[src/hdl/pcrd_pkg.sv]
// types, constants and codes shared by the run-length sprite decoder
package pcrd_pkg;

  localparam int unsigned BYTE_W          = 8;
  localparam int unsigned DIM_W           = 10;
  localparam int unsigned COL_W           = 11;
  localparam int unsigned RUN_W           = 6;
  localparam int unsigned IDX_OUT_W       = 20;
  localparam int unsigned SIZE_W          = 2 * DIM_W;
  localparam int unsigned KIND_W          = 2;
  localparam int unsigned CFG_IDX_W       = 1;
  localparam int unsigned MAX_DIM_DEFAULT = 1023;

  localparam logic [COL_W-1:0] COL_MAX = {COL_W{1'b1}};

  typedef enum logic [CFG_IDX_W-1:0] {
    REG_IMAGE_WIDTH  = 1'b0,
    REG_IMAGE_HEIGHT = 1'b1
  } cfg_reg_e;

  typedef enum logic [1:0] {
    MODE_CODE   = 2'd0,
    MODE_BASE   = 2'd1,
    MODE_PLAYER = 2'd2,
    MODE_REPEAT = 2'd3
  } mode_e;

  // top two bits of a code byte
  typedef enum logic [1:0] {
    CLS_SKIP   = 2'd0,
    CLS_BASE   = 2'd1,
    CLS_PLAYER = 2'd2,
    CLS_REPEAT = 2'd3
  } code_class_e;

  typedef enum logic [KIND_W-1:0] {
    KIND_TRANSPARENT = 2'd0,
    KIND_BASE        = 2'd1,
    KIND_PLAYER      = 2'd2
  } kind_e;

  typedef struct packed {
    logic [BYTE_W-1:0] stream_byte;
    logic              image_start;
  } in_item_t;

  typedef struct packed {
    logic [IDX_OUT_W-1:0] pixel_index;
    logic [KIND_W-1:0]    pixel_kind;
    logic [BYTE_W-1:0]    pixel_colour;
    logic                 out_of_range;
    logic                 run_last;
  } out_item_t;

  typedef struct packed {
    logic accept;
    logic eval;
    logic emit;
    logic finish;
  } cmd_t;

  typedef struct packed {
    logic cnt_zero;
    logic cnt_one;
    logic out_free;
  } status_t;

endpackage

[src/hdl/pcrd_ctrl.sv]
// controller state machine of the run-length sprite decoder
module pcrd_ctrl (
  input  logic             clk_i,
  input  logic             rst_ni,
  input  logic             in_valid_i,
  output logic             in_ready_o,
  input  pcrd_pkg::status_t status_i,
  output pcrd_pkg::cmd_t    cmd_o
);

  typedef enum logic [2:0] {
    ST_IDLE = 3'b001,
    ST_EVAL = 3'b010,
    ST_EMIT = 3'b100
  } state_e;

  state_e state_q, state_d;
  pcrd_pkg::cmd_t cmd;

  always_comb begin
    cmd        = '0;
    cmd.accept = (state_q == ST_IDLE) && in_valid_i;
    cmd.eval   = (state_q == ST_EVAL);
    cmd.emit   = (state_q == ST_EMIT) && !status_i.cnt_zero && status_i.out_free;
    cmd.finish = (state_q == ST_EMIT) &&
                 (status_i.cnt_zero || (cmd.emit && status_i.cnt_one));
  end

  always_comb begin
    state_d = state_q;
    unique case (state_q)
      ST_IDLE: begin
        if (cmd.accept) state_d = ST_EVAL;
      end
      ST_EVAL: begin
        state_d = ST_EMIT;
      end
      ST_EMIT: begin
        if (cmd.finish) state_d = ST_IDLE;
      end
      default: begin
        state_d = ST_IDLE;
      end
    endcase
  end

  always_ff @(posedge clk_i or negedge rst_ni) begin
    if (!rst_ni) begin
      state_q <= ST_IDLE;
    end else begin
      state_q <= state_d;
    end
  end

  assign in_ready_o = (state_q == ST_IDLE);
  assign cmd_o      = cmd;

`ifndef SYNTHESIS
  a_accept_to_eval: assert property (@(posedge clk_i) disable iff (!rst_ni)
    cmd.accept |=> state_q == ST_EVAL)
    else $error("accepted item did not move to evaluation");

  a_emit_needs_slot: assert property (@(posedge clk_i) disable iff (!rst_ni)
    cmd.emit |-> status_i.out_free && !status_i.cnt_zero)
    else $error("pixel issued without a free output slot");

  a_finish_to_idle: assert property (@(posedge clk_i) disable iff (!rst_ni)
    cmd.finish |=> in_ready_o)
    else $error("controller not ready after finishing an item");
`endif

endmodule

[src/hdl/pcrd_datapath.sv]
// datapath of the run-length sprite decoder: config, decode state, pixel address and output
module pcrd_datapath #(
  parameter int unsigned MAX_DIM = pcrd_pkg::MAX_DIM_DEFAULT
) (
  input  logic                             clk_i,
  input  logic                             rst_ni,
  input  pcrd_pkg::cmd_t                   cmd_i,
  output pcrd_pkg::status_t                status_o,
  input  pcrd_pkg::in_item_t               in_item_i,
  output logic                             out_valid_o,
  input  logic                             out_ready_i,
  output pcrd_pkg::out_item_t              out_item_o,
  input  logic                             cfg_we_i,
  input  logic [pcrd_pkg::CFG_IDX_W-1:0]   cfg_idx_i,
  input  logic [pcrd_pkg::DIM_W-1:0]       cfg_wdata_i
);

  localparam int unsigned ROW_W  = (MAX_DIM > 1) ? $clog2(MAX_DIM + 1) : 1;
  localparam int unsigned BASE_W = ROW_W + pcrd_pkg::DIM_W;
  localparam int unsigned SUM_W  =
    ((BASE_W > pcrd_pkg::COL_W) ? BASE_W : pcrd_pkg::COL_W) + 1;
  localparam int unsigned CMP_W  =
    (SUM_W > pcrd_pkg::SIZE_W) ? SUM_W : pcrd_pkg::SIZE_W;

  localparam logic [ROW_W-1:0] ROW_LAST = ROW_W'(MAX_DIM);

  logic [pcrd_pkg::DIM_W-1:0]    width_q, height_q;
  logic [pcrd_pkg::BYTE_W-1:0]   byte_q;
  logic                          start_q;
  pcrd_pkg::mode_e               mode_q, mode_d;
  logic [pcrd_pkg::RUN_W-1:0]    run_q, run_d;
  logic [pcrd_pkg::COL_W-1:0]    col_q, col_d;
  logic [ROW_W-1:0]              row_q, row_d;
  logic [pcrd_pkg::RUN_W-1:0]    cnt_q, cnt_d;
  logic                          end_pend_q, end_pend_d;
  logic                          out_valid_q;
  logic [BASE_W-1:0]             base_q;
  logic [pcrd_pkg::SIZE_W-1:0]   size_q;
  pcrd_pkg::kind_e               kind_q, kind_d;
  logic [pcrd_pkg::BYTE_W-1:0]   colour_q, colour_d;
  pcrd_pkg::out_item_t           out_q;

  // effective state once image_start is applied
  pcrd_pkg::mode_e               mode_eff;
  logic [pcrd_pkg::RUN_W-1:0]    run_eff, run_dec;
  logic [pcrd_pkg::COL_W-1:0]    col_eff, col_inc, col_nx;
  logic [ROW_W-1:0]              row_eff;
  pcrd_pkg::code_class_e         cls;
  logic [pcrd_pkg::RUN_W-1:0]    len;

  pcrd_pkg::mode_e               ev_mode;
  logic [pcrd_pkg::RUN_W-1:0]    ev_run, ev_cnt;
  pcrd_pkg::kind_e               ev_kind;
  logic [pcrd_pkg::BYTE_W-1:0]   ev_colour;
  logic                          ev_end;

  logic [CMP_W-1:0]              pix_idx;
  logic                          pix_oor;
  logic                          out_free;

  assign mode_eff = start_q ? pcrd_pkg::MODE_CODE : mode_q;
  assign run_eff  = start_q ? '0 : run_q;
  assign col_eff  = start_q ? '0 : col_q;
  assign row_eff  = start_q ? '0 : row_q;
  assign cls      = pcrd_pkg::code_class_e'(byte_q[7:6]);
  assign len      = byte_q[pcrd_pkg::RUN_W-1:0];
  assign run_dec  = run_eff - pcrd_pkg::RUN_W'(1);

  // decode of one item against the current mode
  always_comb begin
    ev_mode   = mode_eff;
    ev_run    = run_eff;
    ev_cnt    = '0;
    ev_kind   = pcrd_pkg::KIND_TRANSPARENT;
    ev_colour = byte_q;
    ev_end    = 1'b0;
    unique case (mode_eff)
      pcrd_pkg::MODE_CODE: begin
        unique case (cls)
          pcrd_pkg::CLS_SKIP: begin
            ev_cnt    = len;
            ev_colour = '0;
            ev_end    = 1'b1;
          end
          pcrd_pkg::CLS_BASE: begin
            ev_mode = pcrd_pkg::MODE_BASE;
            ev_run  = len;
            ev_end  = (len == '0);
          end
          pcrd_pkg::CLS_PLAYER: begin
            ev_mode = pcrd_pkg::MODE_PLAYER;
            ev_run  = len;
            ev_end  = (len == '0);
          end
          pcrd_pkg::CLS_REPEAT: begin
            ev_mode = pcrd_pkg::MODE_REPEAT;
            ev_run  = len;
          end
        endcase
      end
      pcrd_pkg::MODE_BASE, pcrd_pkg::MODE_PLAYER: begin
        ev_cnt  = pcrd_pkg::RUN_W'(1);
        ev_kind = (mode_eff == pcrd_pkg::MODE_BASE) ? pcrd_pkg::KIND_BASE
                                                     : pcrd_pkg::KIND_PLAYER;
        ev_run  = run_dec;
        ev_end  = (run_dec == '0);
      end
      pcrd_pkg::MODE_REPEAT: begin
        ev_cnt  = run_eff;
        ev_kind = pcrd_pkg::KIND_BASE;
        ev_end  = 1'b1;
      end
    endcase
  end

  assign col_inc = (col_q != pcrd_pkg::COL_MAX) ? col_q + pcrd_pkg::COL_W'(1) : col_q;
  assign col_nx  = cmd_i.emit ? col_inc : col_q;

  assign pix_idx  = CMP_W'(base_q) + CMP_W'(col_q);
  assign pix_oor  = (pix_idx >= CMP_W'(size_q));
  assign out_free = !out_valid_q || out_ready_i;

  always_comb begin
    mode_d     = mode_q;
    run_d      = run_q;
    col_d      = col_q;
    row_d      = row_q;
    cnt_d      = cnt_q;
    end_pend_d = end_pend_q;
    kind_d     = kind_q;
    colour_d   = colour_q;
    if (cmd_i.eval) begin
      mode_d     = ev_mode;
      run_d      = ev_run;
      col_d      = col_eff;
      row_d      = row_eff;
      cnt_d      = ev_cnt;
      end_pend_d = ev_end;
      kind_d     = ev_kind;
      colour_d   = ev_colour;
    end else begin
      if (cmd_i.emit) begin
        col_d = col_inc;
        cnt_d = cnt_q - pcrd_pkg::RUN_W'(1);
      end
      if (cmd_i.finish && end_pend_q) begin
        mode_d     = pcrd_pkg::MODE_CODE;
        run_d      = '0;
        end_pend_d = 1'b0;
        if (col_nx >= pcrd_pkg::COL_W'(width_q)) begin
          col_d = '0;
          if (row_q < ROW_LAST) row_d = row_q + ROW_W'(1);
        end
      end
    end
  end

  always_ff @(posedge clk_i or negedge rst_ni) begin
    if (!rst_ni) begin
      width_q     <= '0;
      height_q    <= '0;
      start_q     <= 1'b0;
      mode_q      <= pcrd_pkg::MODE_CODE;
      run_q       <= '0;
      col_q       <= '0;
      row_q       <= '0;
      cnt_q       <= '0;
      end_pend_q  <= 1'b0;
      out_valid_q <= 1'b0;
    end else begin
      if (cfg_we_i) begin
        unique case (pcrd_pkg::cfg_reg_e'(cfg_idx_i))
          pcrd_pkg::REG_IMAGE_WIDTH:  width_q  <= cfg_wdata_i;
          pcrd_pkg::REG_IMAGE_HEIGHT: height_q <= cfg_wdata_i;
        endcase
      end
      if (cmd_i.accept) start_q <= in_item_i.image_start;
      mode_q     <= mode_d;
      run_q      <= run_d;
      col_q      <= col_d;
      row_q      <= row_d;
      cnt_q      <= cnt_d;
      end_pend_q <= end_pend_d;
      if (cmd_i.emit) begin
        out_valid_q <= 1'b1;
      end else if (out_ready_i) begin
        out_valid_q <= 1'b0;
      end
    end
  end

  always_ff @(posedge clk_i) begin
    if (cmd_i.accept) byte_q <= in_item_i.stream_byte;
    if (cmd_i.eval) begin
      base_q <= BASE_W'(row_eff) * BASE_W'(width_q);
      size_q <= pcrd_pkg::SIZE_W'(width_q) * pcrd_pkg::SIZE_W'(height_q);
    end
    kind_q   <= kind_d;
    colour_q <= colour_d;
    if (cmd_i.emit) begin
      out_q.pixel_index  <= pix_idx[pcrd_pkg::IDX_OUT_W-1:0];
      out_q.pixel_kind   <= kind_q;
      out_q.pixel_colour <= colour_q;
      out_q.out_of_range <= pix_oor;
      out_q.run_last     <= (cnt_q == pcrd_pkg::RUN_W'(1));
    end
  end

  assign status_o.cnt_zero = (cnt_q == '0);
  assign status_o.cnt_one  = (cnt_q == pcrd_pkg::RUN_W'(1));
  assign status_o.out_free = out_free;
  assign out_valid_o       = out_valid_q;
  assign out_item_o        = out_q;

`ifndef SYNTHESIS
  a_emit_counts_down: assert property (@(posedge clk_i) disable iff (!rst_ni)
    cmd_i.emit |=> cnt_q == $past(cnt_q) - pcrd_pkg::RUN_W'(1))
    else $error("pixel count did not step down after a pixel");

  a_run_end_clears: assert property (@(posedge clk_i) disable iff (!rst_ni)
    (cmd_i.finish && end_pend_q) |=> mode_q == pcrd_pkg::MODE_CODE && run_q == '0)
    else $error("run end did not return to code mode");

  a_out_held: assert property (@(posedge clk_i) disable iff (!rst_ni)
    (out_valid_q && !out_ready_i) |=> out_valid_q && $stable(out_q))
    else $error("waiting pixel changed before it was taken");
`endif

endmodule

[src/hdl/player_colour_rle_decoder.sv]
// top level of the run-length sprite decoder with player-colour pixels
// an item is accepted in the idle cycle, decoded and its row base multiplied in the next,
// then gives one pixel per cycle while the output is not stalled, for n pixels per item (n up to 63)
// first pixel of an item is registered in the emit state that follows evaluation, once the output slot is free
// output stalls hold the pixel sequencer; the last pixel may wait while the next item is taken
// asynchronous active-low reset clears config, decode state, row and column; no clearing pass
module player_colour_rle_decoder #(
  parameter int unsigned MAX_DIM = pcrd_pkg::MAX_DIM_DEFAULT
) (
  input  logic                           clk_i,
  input  logic                           rst_ni,
  input  logic                           in_valid_i,
  output logic                           in_ready_o,
  input  pcrd_pkg::in_item_t             in_item_i,
  output logic                           out_valid_o,
  input  logic                           out_ready_i,
  output pcrd_pkg::out_item_t            out_item_o,
  input  logic                           cfg_we_i,
  input  logic [pcrd_pkg::CFG_IDX_W-1:0] cfg_idx_i,
  input  logic [pcrd_pkg::DIM_W-1:0]     cfg_wdata_i
);

  pcrd_pkg::cmd_t    cmd;
  pcrd_pkg::status_t status;

  pcrd_ctrl u_ctrl (
    .clk_i      (clk_i),
    .rst_ni     (rst_ni),
    .in_valid_i (in_valid_i),
    .in_ready_o (in_ready_o),
    .status_i   (status),
    .cmd_o      (cmd)
  );

  pcrd_datapath #(
    .MAX_DIM (MAX_DIM)
  ) u_datapath (
    .clk_i       (clk_i),
    .rst_ni      (rst_ni),
    .cmd_i       (cmd),
    .status_o    (status),
    .in_item_i   (in_item_i),
    .out_valid_o (out_valid_o),
    .out_ready_i (out_ready_i),
    .out_item_o  (out_item_o),
    .cfg_we_i    (cfg_we_i),
    .cfg_idx_i   (cfg_idx_i),
    .cfg_wdata_i (cfg_wdata_i)
  );

endmodule
[config.mk]
export PLATFORM = sky130hd
export DESIGN_NAME = player_colour_rle_decoder
export DESIGN_NICKNAME = d
export VERILOG_FILES = /design/src/hdl/pcrd_pkg.sv /design/src/hdl/pcrd_ctrl.sv /design/src/hdl/pcrd_datapath.sv /design/src/hdl/player_colour_rle_decoder.sv
export SDC_FILE = /design/constraint.sdc
export NUM_CORES = 1
export LEC_CHECK = 0
export ABC_AREA = 1
export BUFFER_PORTS_ARGS = -buffer_cell sky130_fd_sc_hd__buf_4
export CAP_MARGIN = 30
export CORE_ASPECT_RATIO = 0.5
export CORE_MARGIN = 2
export CORE_UTILIZATION = 55
export CTS_CLUSTER_DIAMETER = 80
export DETAILED_ROUTE_END_ITERATION = 16
export PLACE_DENSITY_LB_ADDON = 0.2
export SYNTH_ARGS = -nofsm -noshare
export SYNTH_HDL_FRONTEND = slang
export SYNTH_SLANG_ARGS = --single-unit
export TNS_END_PERCENT = 30
[constraint.sdc]
create_clock -name clk_i -period 6.3 [get_ports clk_i]
set_input_delay 0.945 -clock clk_i [delete_from_list [all_inputs] [get_ports clk_i]]
set_output_delay 0.945 -clock clk_i [all_outputs]
set_load 0.005 [all_outputs]
* After elaboration in Yosys (flattened, before gate mapping) *
Index checks and enable logic that the tools add are counted.

storage, ports and cells
  bits in registers = 151
  bits of input ports = 25
  output and inout bits = 34

cells by class
  $add $sub $neg = 5
  multiply operators = 2
  $lt $le $gt $ge = 3
  equal/unequal tests = 14
  multiplexer cells = 38
  bitwise operators = 1
  reduce and logical (&&, ||, !) cells = 27

operators with widths
  cell                                                                   count
  11-bit two-way mux                                                     6
  10-bit two-way mux                                                     5
  6-bit two-way mux                                                      7
  10-bit by 10-bit multiplier with 20-bit output                         2
  20-bit by 11-bit adder with 21-bit output                              1
  21-bit by 20-bit greater-or-equal comparator with 1-bit output         1
  6-bit logical NOT                                                      3
  6-bit case mux with 3 select lines                                     1
  8-bit two-way mux                                                      2
  6-bit case mux with 2 select lines                                     1
  6-bit by 1-bit subtractor with 6-bit output, second input constant     2
  11-bit by 1-bit adder with 11-bit output, second input constant        1
  11-bit by 10-bit greater-or-equal comparator with 1-bit output         1
  11-bit != test, second input constant                                  1
  10-bit by 1-bit adder with 10-bit output, second input constant        1
  10-bit less-than comparator, second input constant                     1
  2-bit two-way mux                                                      5
  2-bit nonzero test                                                     5
  3-bit case mux with 3 select lines                                     1
  2-bit equality test, second input constant                             4
  6-bit by 1-bit equality test with 1-bit output, second input constant  1
  1-bit logical AND                                                      6
  3-bit two-way mux                                                      2
  2-bit by 1-bit != test with 1-bit output, second input constant        3
  other kinds (17)                                                       27

* Depth between registers and ports, before layout *
  depth after elaboration = 10
  gate-level depth with buffers = 22

* Hierarchy *
From an unflattened synthesis, not the netlist that was laid out.

second synthesis, totals
  cell total of the unflattened synthesis = 1791
  area, all modules = 14809.2 um^2

modules (own cells, without submodules)
  module         times used  cells an instance  area an instance (um^2)  sequential area each (um^2)
  pcrd_datapath  1           1761               14616.5                  4154.0
  pcrd_ctrl      1           30                 192.7                    76.3

* Worst setup path after synthesis *
Ideal clock, no wire load.

  path kind = flip-flop to flip-flop
  start point = reg u_datapath.start_q
  end point = reg u_datapath.base_q[14], data pin
  data arrival time = 4.999 ns
  slack = 1.036 ns
  stages on the path, launching flop included = 22
  buffers on the path = 2
  cell sequence = dfrtp_1 clkbuf_2 clkbuf_1 nor2_1 nand2_1 fa_1 inv_1 fa_1 inv_1 fa_1 inv_1 fa_1 inv_1 fa_1 inv_1 ha_1 nand2_1 or2_2 nand3_1 a21boi_0 o21ai_0 xor2_1

on the way
  longest elaborated chain between the ends = 2

RTL lines
  element                                         RTL line              text
  from (decl)                                     pcrd_datapath.sv:29   logic start_q;
  from (signal assigned)                          pcrd_datapath.sv:177  if (cmd_i.accept) start_q <= in_item_i.image_start;
  10-bit two-way mux                              pcrd_datapath.sv:64   assign row_eff = start_q ? '0 : row_q;
  10-bit by 10-bit multiplier with 20-bit output  pcrd_datapath.sv:195  base_q <= BASE_W'(row_eff) * BASE_W'(width_q);
  to (signal assigned)                            pcrd_datapath.sv:195
  to (decl)                                       pcrd_datapath.sv:37   logic [BASE_W-1:0] base_q;

No other way between the ends.
A chain may end at the register's enable or synchronous reset.

* Worst setup path after layout *
Ends and elaborated chain as after synthesis.

==> impl_metrics.prom <==
# TYPE chip_impl_metric gauge
chip_impl_metric{name="die_wd",unit="um"} 235
chip_impl_metric{name="share_comb_of_total_power",unit="%"} 50.2
chip_impl_metric{name="post-cts-setup-buffers",unit=""} 0
chip_impl_metric{name="seq_power_share",unit="%"} 29.6
chip_impl_metric{name="diodes",unit=""} 0
chip_impl_info{name="rsz_0062_raised_after_global_routing",value="false"} 1
chip_impl_metric{name="nets",unit=""} 2097
chip_impl_info{name="setup.worst_path.end_class",value="register"} 1
chip_impl_metric{name="p_sw",unit="mW"} 2.38
chip_impl_info{name="synth.largest_area_cell",value="sky130_fd_sc_hd__edfxtp_1"} 1
chip_impl_metric{name="cts.path.max_buffers",unit=""} 2
chip_impl_info{name="critPathKind",value="reg2reg"} 1
chip_impl_info{name="hold_path_class",value="reg2reg"} 1
chip_impl_metric{name="post_synthesis_net_count",unit=""} 2047
chip_impl_metric{name="ys.warnings.count",unit=""} 0
chip_impl_metric{name="report.final.slew_viol_count",unit=""} 0
chip_impl_info{name="cts_tree",value="done"} 1
chip_impl_metric{name="start_util",unit="%"} 55.7
chip_impl_metric{name="tns",unit="ns"} 0
chip_impl_metric{name="cts.sinks",unit=""} 151
chip_impl_metric{name="ys_async_sr_fraction",unit="%"} 40.4
chip_impl_metric{name="final_layout_size_suffix_gt1_share",unit="%"} 6.74
chip_impl_metric{name="critical_path.max_stage_delay",unit="ns"} 0.58
chip_impl_metric{name="timing.slew.headroom",unit="%"} 45.1
chip_impl_metric{name="h-tree-depth",unit=""} 4
chip_impl_metric{name="synth_top_area_share",unit="%"} 18.5
chip_impl_metric{name="finalHoldWorstSlack",unit="ns"} 0.420
chip_impl_metric{name="cts.reportedPaths.clkPinSlew",unit="ns"} 0.07
chip_impl_metric{name="synth_enable_flop_cells",unit=""} 90
chip_impl_info{name="gr-max-usage-layer",value="met2"} 1
chip_impl_metric{name="critPathBufInv",unit=""} 5
chip_impl_metric{name="pre_cts_slack",unit="ns"} 0.771
chip_impl_metric{name="synth.avg_cell_area",unit="um2"} 8.45
chip_impl_info{name="layout_common_cells",value="sky130_fd_sc_hd__nand2_1, sky130_fd_sc_hd__inv_1, sky130_fd_sc_hd__ha_1"} 1
chip_impl_metric{name="drt_iter0_markers",unit=""} 861
chip_impl_info{name="synthFlopType",value="sky130_fd_sc_hd__edfxtp_1"} 1
chip_impl_metric{name="syn_inst",unit=""} 1731
chip_impl_metric{name="timing.final.crit_share",unit="%"} 88.4
chip_impl_metric{name="fin_total_pwr",unit="mW"} 5.34
chip_impl_metric{name="power.switching_fraction",unit="%"} 44.6
chip_impl_metric{name="area_overhead_of_the_layout_relative_to_synthesis",unit="%"} 9.75
chip_impl_metric{name="avgViaCountPerCell",unit=""} 5.37
chip_impl_metric{name="dp.final_hpwl",unit="um"} 26300
chip_impl_info{name="mostFrequentLayoutCell",value="sky130_fd_sc_hd__nand2_1"} 1
chip_impl_metric{name="syn_area",unit="mm2"} 0.0146
chip_impl_metric{name="worst_skew_pair.late_latency",unit="ns"} 0.45
chip_impl_metric{name="totalWireLength",unit="um"} 33500
chip_impl_metric{name="synth.yosys.seq_area_share",unit="%"} 28.9
chip_impl_metric{name="rows",unit=""} 42
chip_impl_metric{name="cp_max_fo",unit=""} 16
chip_impl_metric{name="power.static_leakage",unit="nW"} 8.56
chip_impl_metric{name="synth.distinct_cells",unit=""} 53
chip_impl_metric{name="globalRouteMet3Util",unit="%"} 6.37
chip_impl_metric{name="timing_worst_slew_pin_value",unit="ns"} 0.824
chip_impl_metric{name="dr_total_vias",unit=""} 11500
chip_impl_metric{name="globalRouteOverflowTotal",unit=""} 0
chip_impl_metric{name="remaining_antenna_violation_count_after_routing",unit=""} 0
chip_impl_metric{name="drv.max_cap_violation_count",unit=""} 0
chip_impl_metric{name="met1_usage",unit="%"} 34.5
chip_impl_metric{name="vdd_ir_drop_max",unit="mV"} 0.202
chip_impl_metric{name="setup_viol",unit=""} 0
chip_impl_metric{name="fmax",unit="MHz"} 180
chip_impl_metric{name="groute.layer.met2.usage",unit="%"} 39.9
chip_impl_metric{name="cell_internal_pwr",unit="mW"} 2.96
chip_impl_info{name="cp_cell_sequence",value="nor2_1 -> nand2_1 -> fa_1 -> inv_1 -> fa_1 -> inv_1 -> fa_1 -> inv_1 -> fa_1 -> inv_1 -> fa_1 -> inv_1 -> ha_1 -> nand2_1 -> or2_2 -> nand3_1 -> a21boi_0 -> o21ai_0 -> xor2_1"} 1
chip_impl_metric{name="power.density",unit="mW/mm2"} 333
chip_impl_metric{name="final.fill_count",unit=""} 2307
chip_impl_metric{name="cts_hold_repair.buffers",unit=""} 0
chip_impl_info{name="outcome",value="complete, no violations"} 1
chip_impl_metric{name="coreArea",unit="mm2"} 0.0263
chip_impl_metric{name="final_hold_fails",unit=""} 0
chip_impl_info{name="timing.critical_path.max_delay_family",value="adder cells"} 1
chip_impl_metric{name="layout.core_utilization",unit="%"} 61.1
chip_impl_metric{name="vias_in_the_first_global_route",unit=""} 11300
chip_impl_metric{name="fin_crit",unit="ns"} 5.57
chip_impl_metric{name="setup_slack",unit="ns"} 0.732
chip_impl_metric{name="number_of_buffers_inserted_during_clock_tree_synthesis",unit=""} 17
chip_impl_metric{name="gr-usage-all-layers",unit="%"} 25.3
chip_impl_metric{name="die-area",unit="mm2"} 0.0280
chip_impl_metric{name="final.setup_skew",unit="ns"} 0.0103
chip_impl_info{name="timing.critical_path.slowest_stage_cell",value="sky130_fd_sc_hd__dfrtp_1"} 1
chip_impl_metric{name="detail_route.wl_per_cell",unit="um"} 15.6
chip_impl_metric{name="grt_pass1_wl",unit="um"} 56400
chip_impl_metric{name="cp_data_required_time",unit="ns"} 6.49
chip_impl_metric{name="synth_seq_cells",unit=""} 151
chip_impl_metric{name="power.share.clock",unit="%"} 20.2
chip_impl_metric{name="critical_path_data_arrival_time",unit="ns"} 5.76
chip_impl_metric{name="routabilityCongestion",unit=""} 0.944
chip_impl_metric{name="initial_antenna_violation_count",unit=""} 0
chip_impl_info{name="synth.area.top_cells",value="sky130_fd_sc_hd__edfxtp_1, sky130_fd_sc_hd__fa_1, sky130_fd_sc_hd__ha_1, sky130_fd_sc_hd__dfrtp_1, sky130_fd_sc_hd__nand2_1"} 1
chip_impl_info{name="clockRootBuffer",value="sky130_fd_sc_hd__clkbuf_16"} 1
chip_impl_metric{name="grt_start_max_net_pins",unit=""} 63
chip_impl_metric{name="cts_resized",unit=""} 0
chip_impl_metric{name="die_h",unit="um"} 119
chip_impl_metric{name="numPortBuffers",unit=""} 58
chip_impl_metric{name="boundaryPins",unit=""} 59
chip_impl_info{name="crit_path_start_kind",value="register"} 1
chip_impl_metric{name="route.detailed.drc",unit=""} 0
chip_impl_metric{name="dr.pass1.iters",unit=""} 6
## stage by stage
step	area [um2]	std cells
final	16100	2146
after global routing	16100	2146
after CTS	16100	2146
after detailed placement	15400	2114
after global placement	15400	2114
after floorplan	14600	1731
## kinds of logic (layout without fill, tap and decap cells)
logic type / after synthesis / in the layout / synth area share, %
AO/OA/AOI/OAI: 200 / 200 / 7.78
XOR/XNOR: 62 / 62 / 3.71
adder cells (fa/ha/maj): 291 / 291 / 31.3
buffers and inverters: 388 / 451 / 10.1
flip-flops: 151 / 151 / 28.9
multiplexers: 1 / 1 / 0.0770
AND/OR/NAND/NOR: 638 / 638 / 18.1
## cell type report
class	count	area [um2]	area share [%]
multi-input combinational	1192	8920	55.6
sequential	151	4230	26.4
inverter	349	1310	8.18
timing repair buffer	70	526	3.27
tap	352	440	2.74
clock buffer	18	429	2.67
clock inverter	14	188	1.17
## synthesized netlist by cell type, types with 3 or more instances
library cell,number
sky130_fd_sc_hd__a31oi_1,5
sky130_fd_sc_hd__o22ai_1,10
sky130_fd_sc_hd__dfrtp_1,60
sky130_fd_sc_hd__xor2_1,47
sky130_fd_sc_hd__buf_2,3
sky130_fd_sc_hd__o21a_1,5
sky130_fd_sc_hd__clkbuf_1,31
sky130_fd_sc_hd__fa_1,125
sky130_fd_sc_hd__xnor2_1,15
sky130_fd_sc_hd__o21ai_0,80
sky130_fd_sc_hd__a21oi_1,63
sky130_fd_sc_hd__inv_2,5
sky130_fd_sc_hd__clkinv_1,4
sky130_fd_sc_hd__inv_1,339
sky130_fd_sc_hd__nor4_1,6
sky130_fd_sc_hd__a21boi_0,6
sky130_fd_sc_hd__ha_1,166
sky130_fd_sc_hd__or2_2,3
sky130_fd_sc_hd__nor3_1,14
sky130_fd_sc_hd__o21bai_1,3
sky130_fd_sc_hd__nor2_1,152
sky130_fd_sc_hd__nand3_1,61
sky130_fd_sc_hd__nand2_1,359
sky130_fd_sc_hd__o211ai_1,10
sky130_fd_sc_hd__o221ai_1,4
sky130_fd_sc_hd__nand4_1,31
sky130_fd_sc_hd__edfxtp_1,90
## state kept, by name (all words and copies together) (netlist names), 8 cells and up
register               flops
u_datapath.col_q          11
u_datapath.width_q        10
u_datapath.height_q       10
u_datapath.out_item_o     32
u_datapath.colour_q        8
u_datapath.byte_q          8
u_datapath.base_q         20
u_datapath.row_q          10
u_datapath.size_q         20
## power groups by stage
stage,combinational [mW],sequential [mW],clock [mW]
floorplan,2.02,1.50,0
global placement,2.62,1.59,0
detailed placement,2.66,1.60,0
CTS,2.69,1.58,1.10
global route,3.08,1.61,1.15
finish,2.68,1.58,1.08
## worst paths after layout
path	from	endpoint	slack, ns	cells after the start
max	u_datapath.start_q	u_datapath.base_q[14]	0.73	19
min	u_datapath.colour_q[1]	u_datapath.out_item_o[3]	0.42	0
max reg2reg	u_datapath.start_q	u_datapath.base_q[14]	0.73	19
min reg2reg	u_datapath.colour_q[1]	u_datapath.out_item_o[3]	0.42	0
max in group asynchronous	rst_ni	u_datapath.height_q[6]	5.16	1
min in group asynchronous	rst_ni	u_datapath.cnt_q[1]	0.57	1
## layer usage
layer | routed length [um] | vias to the layer above
met5 | 0 | -
met4 | 721 | 0
met3 | 2210 | 64
met2 | 15500 | 304
met1 | 15000 | 5541
li1 | - | 5623
Power figures use the tool's default switching activity.
